==> config.mk <==
export PLATFORM = sky130hd
export DESIGN_NAME = i2c_master_byte_transfer
export DESIGN_NICKNAME = d
export VERILOG_FILES = /design/src/sv/i2cm_pkg.sv /design/src/sv/i2cm_seq.sv /design/src/sv/i2c_master_byte_transfer.sv
export VERILOG_INCLUDE_DIRS = /design/src /design/src/sv
export SDC_FILE = /design/constraint.sdc
export NUM_CORES = 1
export LEC_CHECK = 0
export BUFFER_PORTS_ARGS = -buffer_cell sky130_fd_sc_hd__clkbuf_2
export CAP_MARGIN = 20
export CORE_AREA = 3 3 147 92
export DETAILED_ROUTE_END_ITERATION = 8
export DIE_AREA = 0 0 150 95
export PLACE_DENSITY = 0.69
export SLEW_MARGIN = 10
export SYNTH_ARGS = -nofsm -noshare
export SYNTH_HDL_FRONTEND = slang
export SYNTH_SLANG_ARGS = --single-unit
==> constraint.sdc <==
create_clock -name clk -period 7.75 [get_ports clk]
set_input_delay 0.775 -clock clk [delete_from_list [all_inputs] [get_ports clk]]
set_output_delay 0.775 -clock clk [all_outputs]
set_load 0.05 [all_outputs]
==> src/sv/assert_macros.svh <==
// assertion macros shared by the rtl files
// no dependencies; the bodies are empty when SYNTH is defined
`ifndef ASSERT_MACROS_SVH
`define ASSERT_MACROS_SVH
`ifndef SYNTH
`define ASSERT_IMP(lbl, clk, rst_n, a, c) \
	lbl: assert property (@(posedge clk) disable iff (!rst_n) (a) |-> (c)) \
		else $error("assertion failed");
`define ASSERT_NXT(lbl, clk, rst_n, a, c) \
	lbl: assert property (@(posedge clk) disable iff (!rst_n) (a) |=> (c)) \
		else $error("assertion failed");
`else
`define ASSERT_IMP(lbl, clk, rst_n, a, c)
`define ASSERT_NXT(lbl, clk, rst_n, a, c)
`endif
`endif

==> src/sv/i2cm_pkg.sv <==
// types and constants of the i2c master byte transfer block
// used by i2cm_seq and i2c_master_byte_transfer
package i2cm_pkg;

	localparam int unsigned TimeoutW = 16;
	localparam logic [TimeoutW-1:0] TimeoutRst = 16'd2000;

	typedef enum logic [1:0] {
		KIND_TICK = 2'd0,
		KIND_WR   = 2'd1,
		KIND_RD   = 2'd2,
		KIND_DATA = 2'd3
	} kind_t;

	typedef enum logic [4:0] {
		PH_IDLE    = 5'd0,
		PH_ST1     = 5'd1,
		PH_ST2     = 5'd2,
		PH_A_LOW   = 5'd3,
		PH_A_HIGH  = 5'd4,
		PH_A_ACKL  = 5'd5,
		PH_A_ACKH  = 5'd6,
		PH_A_WAIT  = 5'd7,
		PH_D_LOW   = 5'd8,
		PH_D_HIGH  = 5'd9,
		PH_D_ACKL  = 5'd10,
		PH_D_ACKH  = 5'd11,
		PH_D_WAIT  = 5'd12,
		PH_NEED    = 5'd13,
		PH_R_LOW   = 5'd14,
		PH_R_HIGH  = 5'd15,
		PH_RA_LOW  = 5'd16,
		PH_RA_HIGH = 5'd17,
		PH_RA_DONE = 5'd18,
		PH_SP_A    = 5'd19,
		PH_SP_B    = 5'd20,
		PH_SP_C    = 5'd21,
		PH_EP_A    = 5'd22,
		PH_EP_B    = 5'd23,
		PH_EP_C    = 5'd24
	} phase_t;

	typedef struct packed {
		logic       error;
		logic       done_res;
		logic       busy_res;
		logic       need_data;
		logic       rx_last;
		logic       rx_valid;
		logic [7:0] rx_byte;
		logic       sda_level;
		logic       scl_level;
	} res_t;

endpackage

==> src/sv/i2cm_seq.sv <==
// bus sequencer: phase register, shifter, counters and the timeout register
// depends on i2cm_pkg and assert_macros.svh
`include "assert_macros.svh"

module i2cm_seq (
	input  logic                           clk,
	input  logic                           arst_n,
	input  logic                           step,
	input  i2cm_pkg::kind_t                kind,
	input  logic [6:0]                     dev_addr,
	input  logic [7:0]                     reg_cmd,
	input  logic [7:0]                     data_byte,
	input  logic [7:0]                     length,
	input  logic                           sda_sample,
	input  logic                           cfg_we,
	input  logic [i2cm_pkg::TimeoutW-1:0]  cfg_wdata,
	output i2cm_pkg::res_t                 res
);

	i2cm_pkg::phase_t phase_q, phase_d;
	logic [3:0]  bit_count_q, bit_count_d;
	logic [7:0]  shift_q, shift_d;
	logic [7:0]  bytes_left_q, bytes_left_d;
	logic [i2cm_pkg::TimeoutW-1:0] wait_q, wait_d;
	logic [i2cm_pkg::TimeoutW-1:0] timeout_q;
	logic        read_mode_q, read_mode_d;
	logic [7:0]  pending_q, pending_d;
	logic        scl_q, scl_d;
	logic        sda_q, sda_d;
	logic        ack_seen, ack_tmo, bit_last;
	logic        rx_valid, rx_last, done, err;
	logic [7:0]  rx_byte;

	// acknowledge check and end of byte
	always_comb begin
		ack_seen = !sda_sample;
		ack_tmo  = sda_sample && (wait_q >= timeout_q);
		bit_last = bit_count_q >= 4'd7;
	end

	// next phase
	always_comb begin
		phase_d = phase_q;
		unique case (kind)
			i2cm_pkg::KIND_WR, i2cm_pkg::KIND_RD: begin
				if (phase_q == i2cm_pkg::PH_IDLE) phase_d = i2cm_pkg::PH_ST1;
			end
			i2cm_pkg::KIND_DATA: begin
				if (phase_q == i2cm_pkg::PH_NEED) phase_d = i2cm_pkg::PH_D_LOW;
			end
			i2cm_pkg::KIND_TICK: begin
				unique case (phase_q)
					i2cm_pkg::PH_IDLE:   phase_d = i2cm_pkg::PH_IDLE;
					i2cm_pkg::PH_ST1:    phase_d = i2cm_pkg::PH_ST2;
					i2cm_pkg::PH_ST2:    phase_d = i2cm_pkg::PH_A_LOW;
					i2cm_pkg::PH_A_LOW:  phase_d = i2cm_pkg::PH_A_HIGH;
					i2cm_pkg::PH_D_LOW:  phase_d = i2cm_pkg::PH_D_HIGH;
					i2cm_pkg::PH_A_HIGH: begin
						phase_d = bit_last ? i2cm_pkg::PH_A_ACKL : i2cm_pkg::PH_A_LOW;
					end
					i2cm_pkg::PH_D_HIGH: begin
						phase_d = bit_last ? i2cm_pkg::PH_D_ACKL : i2cm_pkg::PH_D_LOW;
					end
					i2cm_pkg::PH_A_ACKL: phase_d = i2cm_pkg::PH_A_ACKH;
					i2cm_pkg::PH_D_ACKL: phase_d = i2cm_pkg::PH_D_ACKH;
					i2cm_pkg::PH_A_ACKH: phase_d = i2cm_pkg::PH_A_WAIT;
					i2cm_pkg::PH_D_ACKH: phase_d = i2cm_pkg::PH_D_WAIT;
					i2cm_pkg::PH_A_WAIT: begin
						if (ack_seen) begin
							if (!read_mode_q) phase_d = i2cm_pkg::PH_D_LOW;
							else if (bytes_left_q == 8'd0) phase_d = i2cm_pkg::PH_SP_A;
							else phase_d = i2cm_pkg::PH_R_LOW;
						end else if (ack_tmo) begin
							phase_d = i2cm_pkg::PH_EP_A;
						end
					end
					i2cm_pkg::PH_D_WAIT: begin
						if (ack_seen || ack_tmo) begin
							phase_d = (bytes_left_q == 8'd0) ? i2cm_pkg::PH_SP_A
								: i2cm_pkg::PH_NEED;
						end
					end
					i2cm_pkg::PH_NEED:   phase_d = i2cm_pkg::PH_NEED;
					i2cm_pkg::PH_R_LOW:  phase_d = i2cm_pkg::PH_R_HIGH;
					i2cm_pkg::PH_R_HIGH: begin
						phase_d = bit_last ? i2cm_pkg::PH_RA_LOW : i2cm_pkg::PH_R_LOW;
					end
					i2cm_pkg::PH_RA_LOW:  phase_d = i2cm_pkg::PH_RA_HIGH;
					i2cm_pkg::PH_RA_HIGH: phase_d = i2cm_pkg::PH_RA_DONE;
					i2cm_pkg::PH_RA_DONE: begin
						phase_d = (bytes_left_q == 8'd0) ? i2cm_pkg::PH_SP_A
							: i2cm_pkg::PH_R_LOW;
					end
					i2cm_pkg::PH_SP_A: phase_d = i2cm_pkg::PH_SP_B;
					i2cm_pkg::PH_SP_B: phase_d = i2cm_pkg::PH_SP_C;
					i2cm_pkg::PH_SP_C: phase_d = i2cm_pkg::PH_IDLE;
					i2cm_pkg::PH_EP_A: phase_d = i2cm_pkg::PH_EP_B;
					i2cm_pkg::PH_EP_B: phase_d = i2cm_pkg::PH_EP_C;
					i2cm_pkg::PH_EP_C: phase_d = i2cm_pkg::PH_IDLE;
					default:           phase_d = i2cm_pkg::PH_IDLE;
				endcase
			end
			default: phase_d = phase_q;
		endcase
	end

	// datapath and line outputs
	always_comb begin
		bit_count_d  = bit_count_q;
		shift_d      = shift_q;
		bytes_left_d = bytes_left_q;
		wait_d       = wait_q;
		read_mode_d  = read_mode_q;
		pending_d    = pending_q;
		scl_d        = scl_q;
		sda_d        = sda_q;
		rx_valid     = 1'b0;
		rx_last      = 1'b0;
		rx_byte      = 8'd0;
		done         = 1'b0;
		err          = 1'b0;
		unique case (kind)
			i2cm_pkg::KIND_WR, i2cm_pkg::KIND_RD: begin
				if (phase_q == i2cm_pkg::PH_IDLE) begin
					read_mode_d  = (kind == i2cm_pkg::KIND_RD);
					shift_d      = {dev_addr, kind == i2cm_pkg::KIND_RD};
					bytes_left_d = length;
					pending_d    = reg_cmd;
					bit_count_d  = 4'd0;
					wait_d       = '0;
					scl_d        = 1'b1;
					sda_d        = 1'b1;
				end
			end
			i2cm_pkg::KIND_DATA: begin
				if (phase_q == i2cm_pkg::PH_NEED) begin
					shift_d      = data_byte;
					bytes_left_d = bytes_left_q - 8'd1;
					bit_count_d  = 4'd0;
				end
			end
			i2cm_pkg::KIND_TICK: begin
				unique case (phase_q)
					i2cm_pkg::PH_IDLE, i2cm_pkg::PH_NEED: begin
					end
					i2cm_pkg::PH_ST1: sda_d = 1'b0;
					i2cm_pkg::PH_ST2: scl_d = 1'b0;
					i2cm_pkg::PH_A_LOW, i2cm_pkg::PH_D_LOW: begin
						scl_d = 1'b0;
						sda_d = shift_q[7];
					end
					i2cm_pkg::PH_A_HIGH, i2cm_pkg::PH_D_HIGH: begin
						scl_d       = 1'b1;
						shift_d     = {shift_q[6:0], 1'b0};
						bit_count_d = bit_count_q + 4'd1;
					end
					i2cm_pkg::PH_A_ACKL, i2cm_pkg::PH_D_ACKL: begin
						scl_d = 1'b0;
						sda_d = 1'b1;
					end
					i2cm_pkg::PH_A_ACKH, i2cm_pkg::PH_D_ACKH: begin
						scl_d  = 1'b1;
						wait_d = '0;
					end
					i2cm_pkg::PH_A_WAIT: begin
						if (ack_seen) begin
							scl_d       = 1'b0;
							bit_count_d = 4'd0;
							if (!read_mode_q) shift_d = pending_q;
						end else if (ack_tmo) begin
							scl_d = 1'b0;
						end else begin
							wait_d = wait_q + 16'd1;
						end
					end
					i2cm_pkg::PH_D_WAIT: begin
						if (ack_seen || ack_tmo) scl_d = 1'b0;
						else wait_d = wait_q + 16'd1;
					end
					i2cm_pkg::PH_R_LOW: begin
						scl_d = 1'b0;
						sda_d = 1'b1;
					end
					i2cm_pkg::PH_R_HIGH: begin
						scl_d       = 1'b1;
						shift_d     = {shift_q[6:0], sda_sample};
						bit_count_d = bit_count_q + 4'd1;
						if (bit_last) begin
							rx_valid = 1'b1;
							rx_byte  = {shift_q[6:0], sda_sample};
							rx_last  = bytes_left_q <= 8'd1;
						end
					end
					i2cm_pkg::PH_RA_LOW: begin
						scl_d = 1'b0;
						sda_d = bytes_left_q <= 8'd1;
					end
					i2cm_pkg::PH_RA_HIGH: begin
						scl_d = 1'b1;
						if (bytes_left_q != 8'd0) bytes_left_d = bytes_left_q - 8'd1;
					end
					i2cm_pkg::PH_RA_DONE: begin
						scl_d       = 1'b0;
						bit_count_d = 4'd0;
					end
					i2cm_pkg::PH_SP_A, i2cm_pkg::PH_EP_A: begin
						scl_d = 1'b0;
						sda_d = 1'b0;
					end
					i2cm_pkg::PH_SP_B, i2cm_pkg::PH_EP_B: scl_d = 1'b1;
					i2cm_pkg::PH_SP_C, i2cm_pkg::PH_EP_C: begin
						scl_d = 1'b1;
						sda_d = 1'b1;
						done  = 1'b1;
						err   = (phase_q == i2cm_pkg::PH_EP_C);
					end
					default: begin
						scl_d = 1'b1;
						sda_d = 1'b1;
					end
				endcase
			end
			default: begin
			end
		endcase
	end

	always_comb begin
		res.scl_level = scl_d;
		res.sda_level = sda_d;
		res.rx_byte   = rx_byte;
		res.rx_valid  = rx_valid;
		res.rx_last   = rx_last;
		res.need_data = (phase_d == i2cm_pkg::PH_NEED);
		res.busy_res  = (phase_d != i2cm_pkg::PH_IDLE);
		res.done_res  = done;
		res.error     = err;
	end

	always_ff @(posedge clk or negedge arst_n) begin
		if (!arst_n) begin
			phase_q      <= i2cm_pkg::PH_IDLE;
			bit_count_q  <= 4'd0;
			shift_q      <= 8'd0;
			bytes_left_q <= 8'd0;
			wait_q       <= '0;
			read_mode_q  <= 1'b0;
			scl_q        <= 1'b1;
			sda_q        <= 1'b1;
		end else if (step) begin
			phase_q      <= phase_d;
			bit_count_q  <= bit_count_d;
			shift_q      <= shift_d;
			bytes_left_q <= bytes_left_d;
			wait_q       <= wait_d;
			read_mode_q  <= read_mode_d;
			scl_q        <= scl_d;
			sda_q        <= sda_d;
		end
	end

	always_ff @(posedge clk) begin
		if (step) pending_q <= pending_d;
	end

	always_ff @(posedge clk or negedge arst_n) begin
		if (!arst_n) begin
			timeout_q <= i2cm_pkg::TimeoutRst;
		end else if (cfg_we) begin
			timeout_q <= cfg_wdata;
		end
	end

	`ASSERT_IMP(a_bit_count_range, clk, arst_n, 1'b1, bit_count_q <= 4'd8)
	`ASSERT_IMP(a_idle_lines_released, clk, arst_n, phase_q == i2cm_pkg::PH_IDLE, scl_q && sda_q)
	`ASSERT_IMP(a_rx_only_in_read, clk, arst_n, step && rx_valid, read_mode_q)

endmodule

==> src/sv/i2c_master_byte_transfer.sv <==
// Seven-bit I2C master sequencer stepped by tick requests, one half-bit per tick,
// with write data fetched on need_data and read bytes returned on rx_valid.
// Every accepted request gives exactly one result request, which appears on the
// master side in the cycle after acceptance unless an earlier result still waits
// on m_tready. The sequencer state updates in one pass of logic, so a new request
// is taken in every cycle while s_tready is high; a skid entry behind the output
// register keeps s_tready high while one result waits, and s_tready drops only
// while both hold a result. Depends on i2cm_pkg, i2cm_seq, assert_macros.svh.
`include "assert_macros.svh"

module i2c_master_byte_transfer (
	input  logic        clk,
	input  logic        arst_n,
	input  logic        s_tvalid,
	output logic        s_tready,
	// dev_addr[6:0], reg_cmd[14:7], data_byte[22:15], length[30:23], sda_sample[31]
	input  logic [31:0] s_tdata,
	// kind[1:0]
	input  logic [1:0]  s_tuser,
	output logic        m_tvalid,
	input  logic        m_tready,
	// scl_level[0], sda_level[1], rx_byte[9:2], rx_valid[10], need_data[11],
	// busy_res[12], done_res[13], error[14], zero[15]
	output logic [15:0] m_tdata,
	output logic        m_tlast,
	input  logic        cfg_we,
	input  logic [15:0] cfg_wdata
);

	i2cm_pkg::res_t res_new, out_q, skid_q;
	logic out_valid_q, skid_valid_q;
	logic in_acc;
	i2cm_pkg::kind_t kind;

	assign s_tready = !skid_valid_q;
	assign in_acc   = s_tvalid && s_tready;
	assign kind     = i2cm_pkg::kind_t'(s_tuser);

	i2cm_seq u_seq (
		.clk        (clk),
		.arst_n     (arst_n),
		.step       (in_acc),
		.kind       (kind),
		.dev_addr   (s_tdata[6:0]),
		.reg_cmd    (s_tdata[14:7]),
		.data_byte  (s_tdata[22:15]),
		.length     (s_tdata[30:23]),
		.sda_sample (s_tdata[31]),
		.cfg_we     (cfg_we),
		.cfg_wdata  (cfg_wdata),
		.res        (res_new)
	);

	// output register plus skid entry
	always_ff @(posedge clk or negedge arst_n) begin
		if (!arst_n) begin
			out_valid_q  <= 1'b0;
			skid_valid_q <= 1'b0;
		end else if (!out_valid_q || m_tready) begin
			if (skid_valid_q) begin
				out_valid_q  <= 1'b1;
				skid_valid_q <= 1'b0;
			end else begin
				out_valid_q <= in_acc;
			end
		end else if (in_acc) begin
			skid_valid_q <= 1'b1;
		end
	end

	always_ff @(posedge clk) begin
		if (!out_valid_q || m_tready) begin
			if (skid_valid_q) out_q <= skid_q;
			else if (in_acc) out_q <= res_new;
		end else if (in_acc) begin
			skid_q <= res_new;
		end
	end

	assign m_tvalid = out_valid_q;
	assign m_tlast  = out_q.rx_last;
	assign m_tdata  = {1'b0, out_q.error, out_q.done_res, out_q.busy_res, out_q.need_data,
		out_q.rx_valid, out_q.rx_byte, out_q.sda_level, out_q.scl_level};

	`ASSERT_IMP(a_skid_behind_out, clk, arst_n, skid_valid_q, out_valid_q)
	`ASSERT_NXT(a_request_gives_result, clk, arst_n, in_acc, m_tvalid)
	`ASSERT_IMP(a_error_with_done, clk, arst_n, m_tvalid && out_q.error, out_q.done_res)
	`ASSERT_IMP(a_need_while_busy, clk, arst_n, m_tvalid && out_q.need_data, out_q.busy_res)

endmodule

==> key figures <==
Status
  • Outcome: completed

STA
  • Hold WS: 0.509 ns
  • Worst-margin pin slew: 0.889 ns
  • TNS Setup: 0 ns
  • Final hold violation count: 0
  • RSZ-0062 raised after global routing: false
  • Fin crit period: 3.28 ns
  • Max Slew Vio Count: 0
  • Fin crit share: 42.3%
  • PnR worst setup slack: 4.47 ns
  • # setup viols final: 0
  • Relative slew slack: 40.7%
  • Max Fclk: 0.305 GHz
  • Final Skew: 0.0122 ns

Clock network
  • Clk buf depth: 2
  • Num Clock Sinks: 102
  • CTS Buf Count: 9
  • # H-tree levels: 3
  • Post-CTS Setup Bufs: 0
  • CTS tree: yes
  • Cts repair resizes: 0
  • Clock-pin slew on the worst setup and hold paths: 0.07 ns
  • Worst-skew pair later-pin latency: 0.35 ns
  • Root Driver: clkbuf_16
  • Hold Buf Count CTS: 0

Final layout
  • Register area: 2760 sq um
  • Synth-to-Final Area Change: 11.8%
  • Most common cell after layout, fill and taps aside: clkbuf_2
  • Non-filler cells, final: 860
  • Fin nets: 768
  • Filler cells: 1097
  • Share of layout cells above drive strength 1: 21.0%
  • Area occupied by multi-input gates: 3020 sq um
  • # diodes: 0
  • Final instance area: 6840 sq um
  • Most frequent cells in the layout: clkbuf_2, nand2_1, nor2_1, dfrtp_1, a21oi_1

Setup path
  • Reg2reg end: u_seq.wait_q[5]
  • CP max FO: 23
  • Arr. time, crit path: 3.49 ns
  • Setup crit end kind: register
  • Crit path from: u_seq.phase_q[0]
  • Critical path capture point: u_seq.wait_q[5]
  • Worst path max stage delay: 0.65 ns
  • Worst R2R Setup Slack: 4.47 ns
  • Worst setup SP type: register
  • Critical path type: reg2reg
  • Critical path cell sequence: or2_1 > nand3b_4 > a21oi_2 > nand3_1 > a21oi_1 > a31o_1 > a21bo_4 > a31oi_1
  • FF-to-FF Start: u_seq.phase_q[0]
  • Critical Path RT: 7.96 ns
  • R2R depth: 8
  • CP max-delay cell: dfrtp_1

Drt
  • Final ANT Viol Nets: 0
  • Post-Route WL: 16.1 mm
  • Pre-antenna DRT Iters: 5
  • Drt via density: 5.95
  • Starting DRT DRC Count: 481
  • DR WL/cell: 18.7 um
  • DR vias: 5120
  • Residual DRC: 0

Synthesis
  • Net Count, Synth: 714
  • EDFF count, synth: 40
  • Synth unique cells: 77
  • Synth Instances: 636
  • Avg Inst Size Synth: 9.62 sq um
  • Warnings, synthesis: 0
  • Post-synthesis sequential area ratio: 45.1%
  • Synthesized area: 6120 sq um
  • Async SR Flop Fraction: 60.8%
  • FF+latch count, synth: 102
  • Commonest register cell after synthesis: dfrtp_1

Global routing
  • Total Routing Usage GR: 23.2%
  • Largest net degree at the start of global routing: 63
  • Vias in the first global route: 4851
  • Grt ovf: 0
  • First-pass GRT wire length: 25.7 mm
  • Initial antenna violation count: 0

Place
  • PortBufs: 72
  • Hpwl dp: 11.5 mm
  • Placement Setup Slack: 4.35 ns
  • Routability cong.: 0.935
  • Post-place instance area: 6520 sq um
  • Dpl cells: 844

Power and ir drop
  • Worst vdd ir: 117 uV
  • Pleak: 2.85 nW
  • Power density over the cells: 232 nW/um^2

Floorplan
  • Initial Util: 50.6%
  • FP Rows: 31
  • Die Area: 14300 sq um
  • Die extent in y: 95 um
  • Die W: 150 um
  • I/O Pins: 74
  • Core area: 12100 sq um

Worst hold path
  • Class of the tightest hold or removal check: reg2reg

Flow run
  • Max-cap violations: 0
==> final cells by class <==
type	instances	share of cell area, %
timing repair buffer	79	6.03
clock buffer	9	3.29
inverter	31	1.70
clock inverter	7	1.46
tap	165	3.02
sequential	102	40.4
multi-input combinational	467	44.1
==> worst min-delay path by stage <==
| stage | cells past startpoint | start | to | slack, ns |
|---|---|---|---|---|
| 2_1_floorplan | 2 | u_seq.shift_q[0] | u_seq.shift_q[0] | 0.47 |
| 3_3_place_gp | 1 | u_seq.bit_count_q[0] | u_seq.bit_count_q[0] | 0.49 |
| 3_5_place_dp | 2 | u_seq.shift_q[4] | u_seq.shift_q[4] | 0.50 |
| 4_1_cts | 2 | u_seq.timeout_q[9] | u_seq.timeout_q[9] | 0.51 |
| 5_1_grt | 2 | u_seq.timeout_q[9] | u_seq.timeout_q[9] | 0.54 |
| 6_report | 2 | u_seq.timeout_q[9] | u_seq.timeout_q[9] | 0.51 |
==> metrics by stage <==
step	util [%]	power, mW
floorplan	-	0.993
global placement	53.9	1.09
detailed placement	53.9	1.10
CTS	56.5	1.59
global route	56.5	1.67
finish	56.5	1.58
==> kinds of logic (layout without fill, tap and decap cells) <==
kind of cell / Yosys count / in the layout / share of synthesized area (%)
compound gates: 193 / 193 / 21.4
fa+ha+maj: 23 / 23 / 4.70
buf+inv: 67 / 126 / 5.52
flops: 102 / 102 / 45.1
mux: 23 / 23 / 4.07
other cells: 1 / 1 / 0.0613
simple gates: 227 / 227 / 19.1
==> cells in the mapped netlist (3+ instances only) <==
cell / instances / area share (%)
nand3b_1: 3 / 0.37
inv_1: 30 / 1.8
nor4_1: 6 / 0.61
o2111ai_1: 3 / 0.43
mux2i_1: 8 / 1.3
and3_1: 13 / 1.3
mux2_2: 15 / 2.8
buf_1: 3 / 0.18
a31oi_1: 19 / 1.9
o211ai_2: 4 / 0.82
o21ai_0: 41 / 3.4
or3_1: 4 / 0.41
a21oi_1: 44 / 3.6
and2_1: 9 / 0.92
nor2b_1: 7 / 0.72
o211ai_1: 4 / 0.49
dfrtp_1: 54 / 22
a31oi_4: 5 / 1.7
nand2_1: 60 / 3.7
nand2b_1: 16 / 1.6
ha_1: 23 / 4.7
o22ai_1: 4 / 0.41
a211oi_1: 4 / 0.49
o21ai_1: 17 / 1.4
nor3b_1: 3 / 0.37
nand3_1: 16 / 1.3
or2_1: 4 / 0.41
a21o_1: 5 / 0.61
buf_6: 3 / 0.55
dfstp_2: 8 / 3.4
o31ai_1: 4 / 0.49
clkbuf_1: 16 / 0.98
edfxtp_1: 40 / 20
o21a_1: 4 / 0.49
clkbuf_8: 5 / 1.1
buf_2: 8 / 0.65
nor2_1: 54 / 3.3
a21boi_1: 3 / 0.37
nand4_1: 8 / 0.82
nor3_1: 9 / 0.74
a22oi_1: 7 / 0.86
==> where the power goes <==
part | total [mW] | internal (mW) | switching (mW) | leakage, nW
Clock | 0.484 | 0.261 | 0.223 | 0.158
Combinational | 0.382 | 0.139 | 0.243 | 1.53
Sequential | 0.719 | 0.641 | 0.0779 | 1.16
==> routing by layer <==
layer  track usage [%]  wire, um  up-vias  part of all wire, %
li1                  -         -     2433                    -
met1              35.4      7820     2475                   49
met2              33.0      6820      198                   42
met3              6.09      1300       14                  8.1
met4              4.79       109        0                 0.68
met5                 0         0        -                    0
==> flip-flops by register name, indices dropped and copies added, names as in the netlist <==
register            flops
m_tdata                15
m_tlast                 1
m_tvalid                1
skid_q                 16
skid_valid_q            1
u_seq.bit_count_q       4
u_seq.bytes_left_q      8
u_seq.pending_q         8
u_seq.phase_q           5
u_seq.read_mode_q       1
u_seq.scl_q             1
u_seq.sda_q             1
u_seq.shift_q           8
u_seq.timeout_q        16
u_seq.wait_q           16
==> critical path: cells and delay by family (launching register included) <==
| kind | cells | cell delay (ns) |
|---|---|---|
| flip-flops | 1 | 0.65 |
| AND/OR/NAND/NOR | 3 | 0.83 |
| AO/OA/AOI/OAI | 5 | 1.63 |
Power figures use the tool's default switching activity.
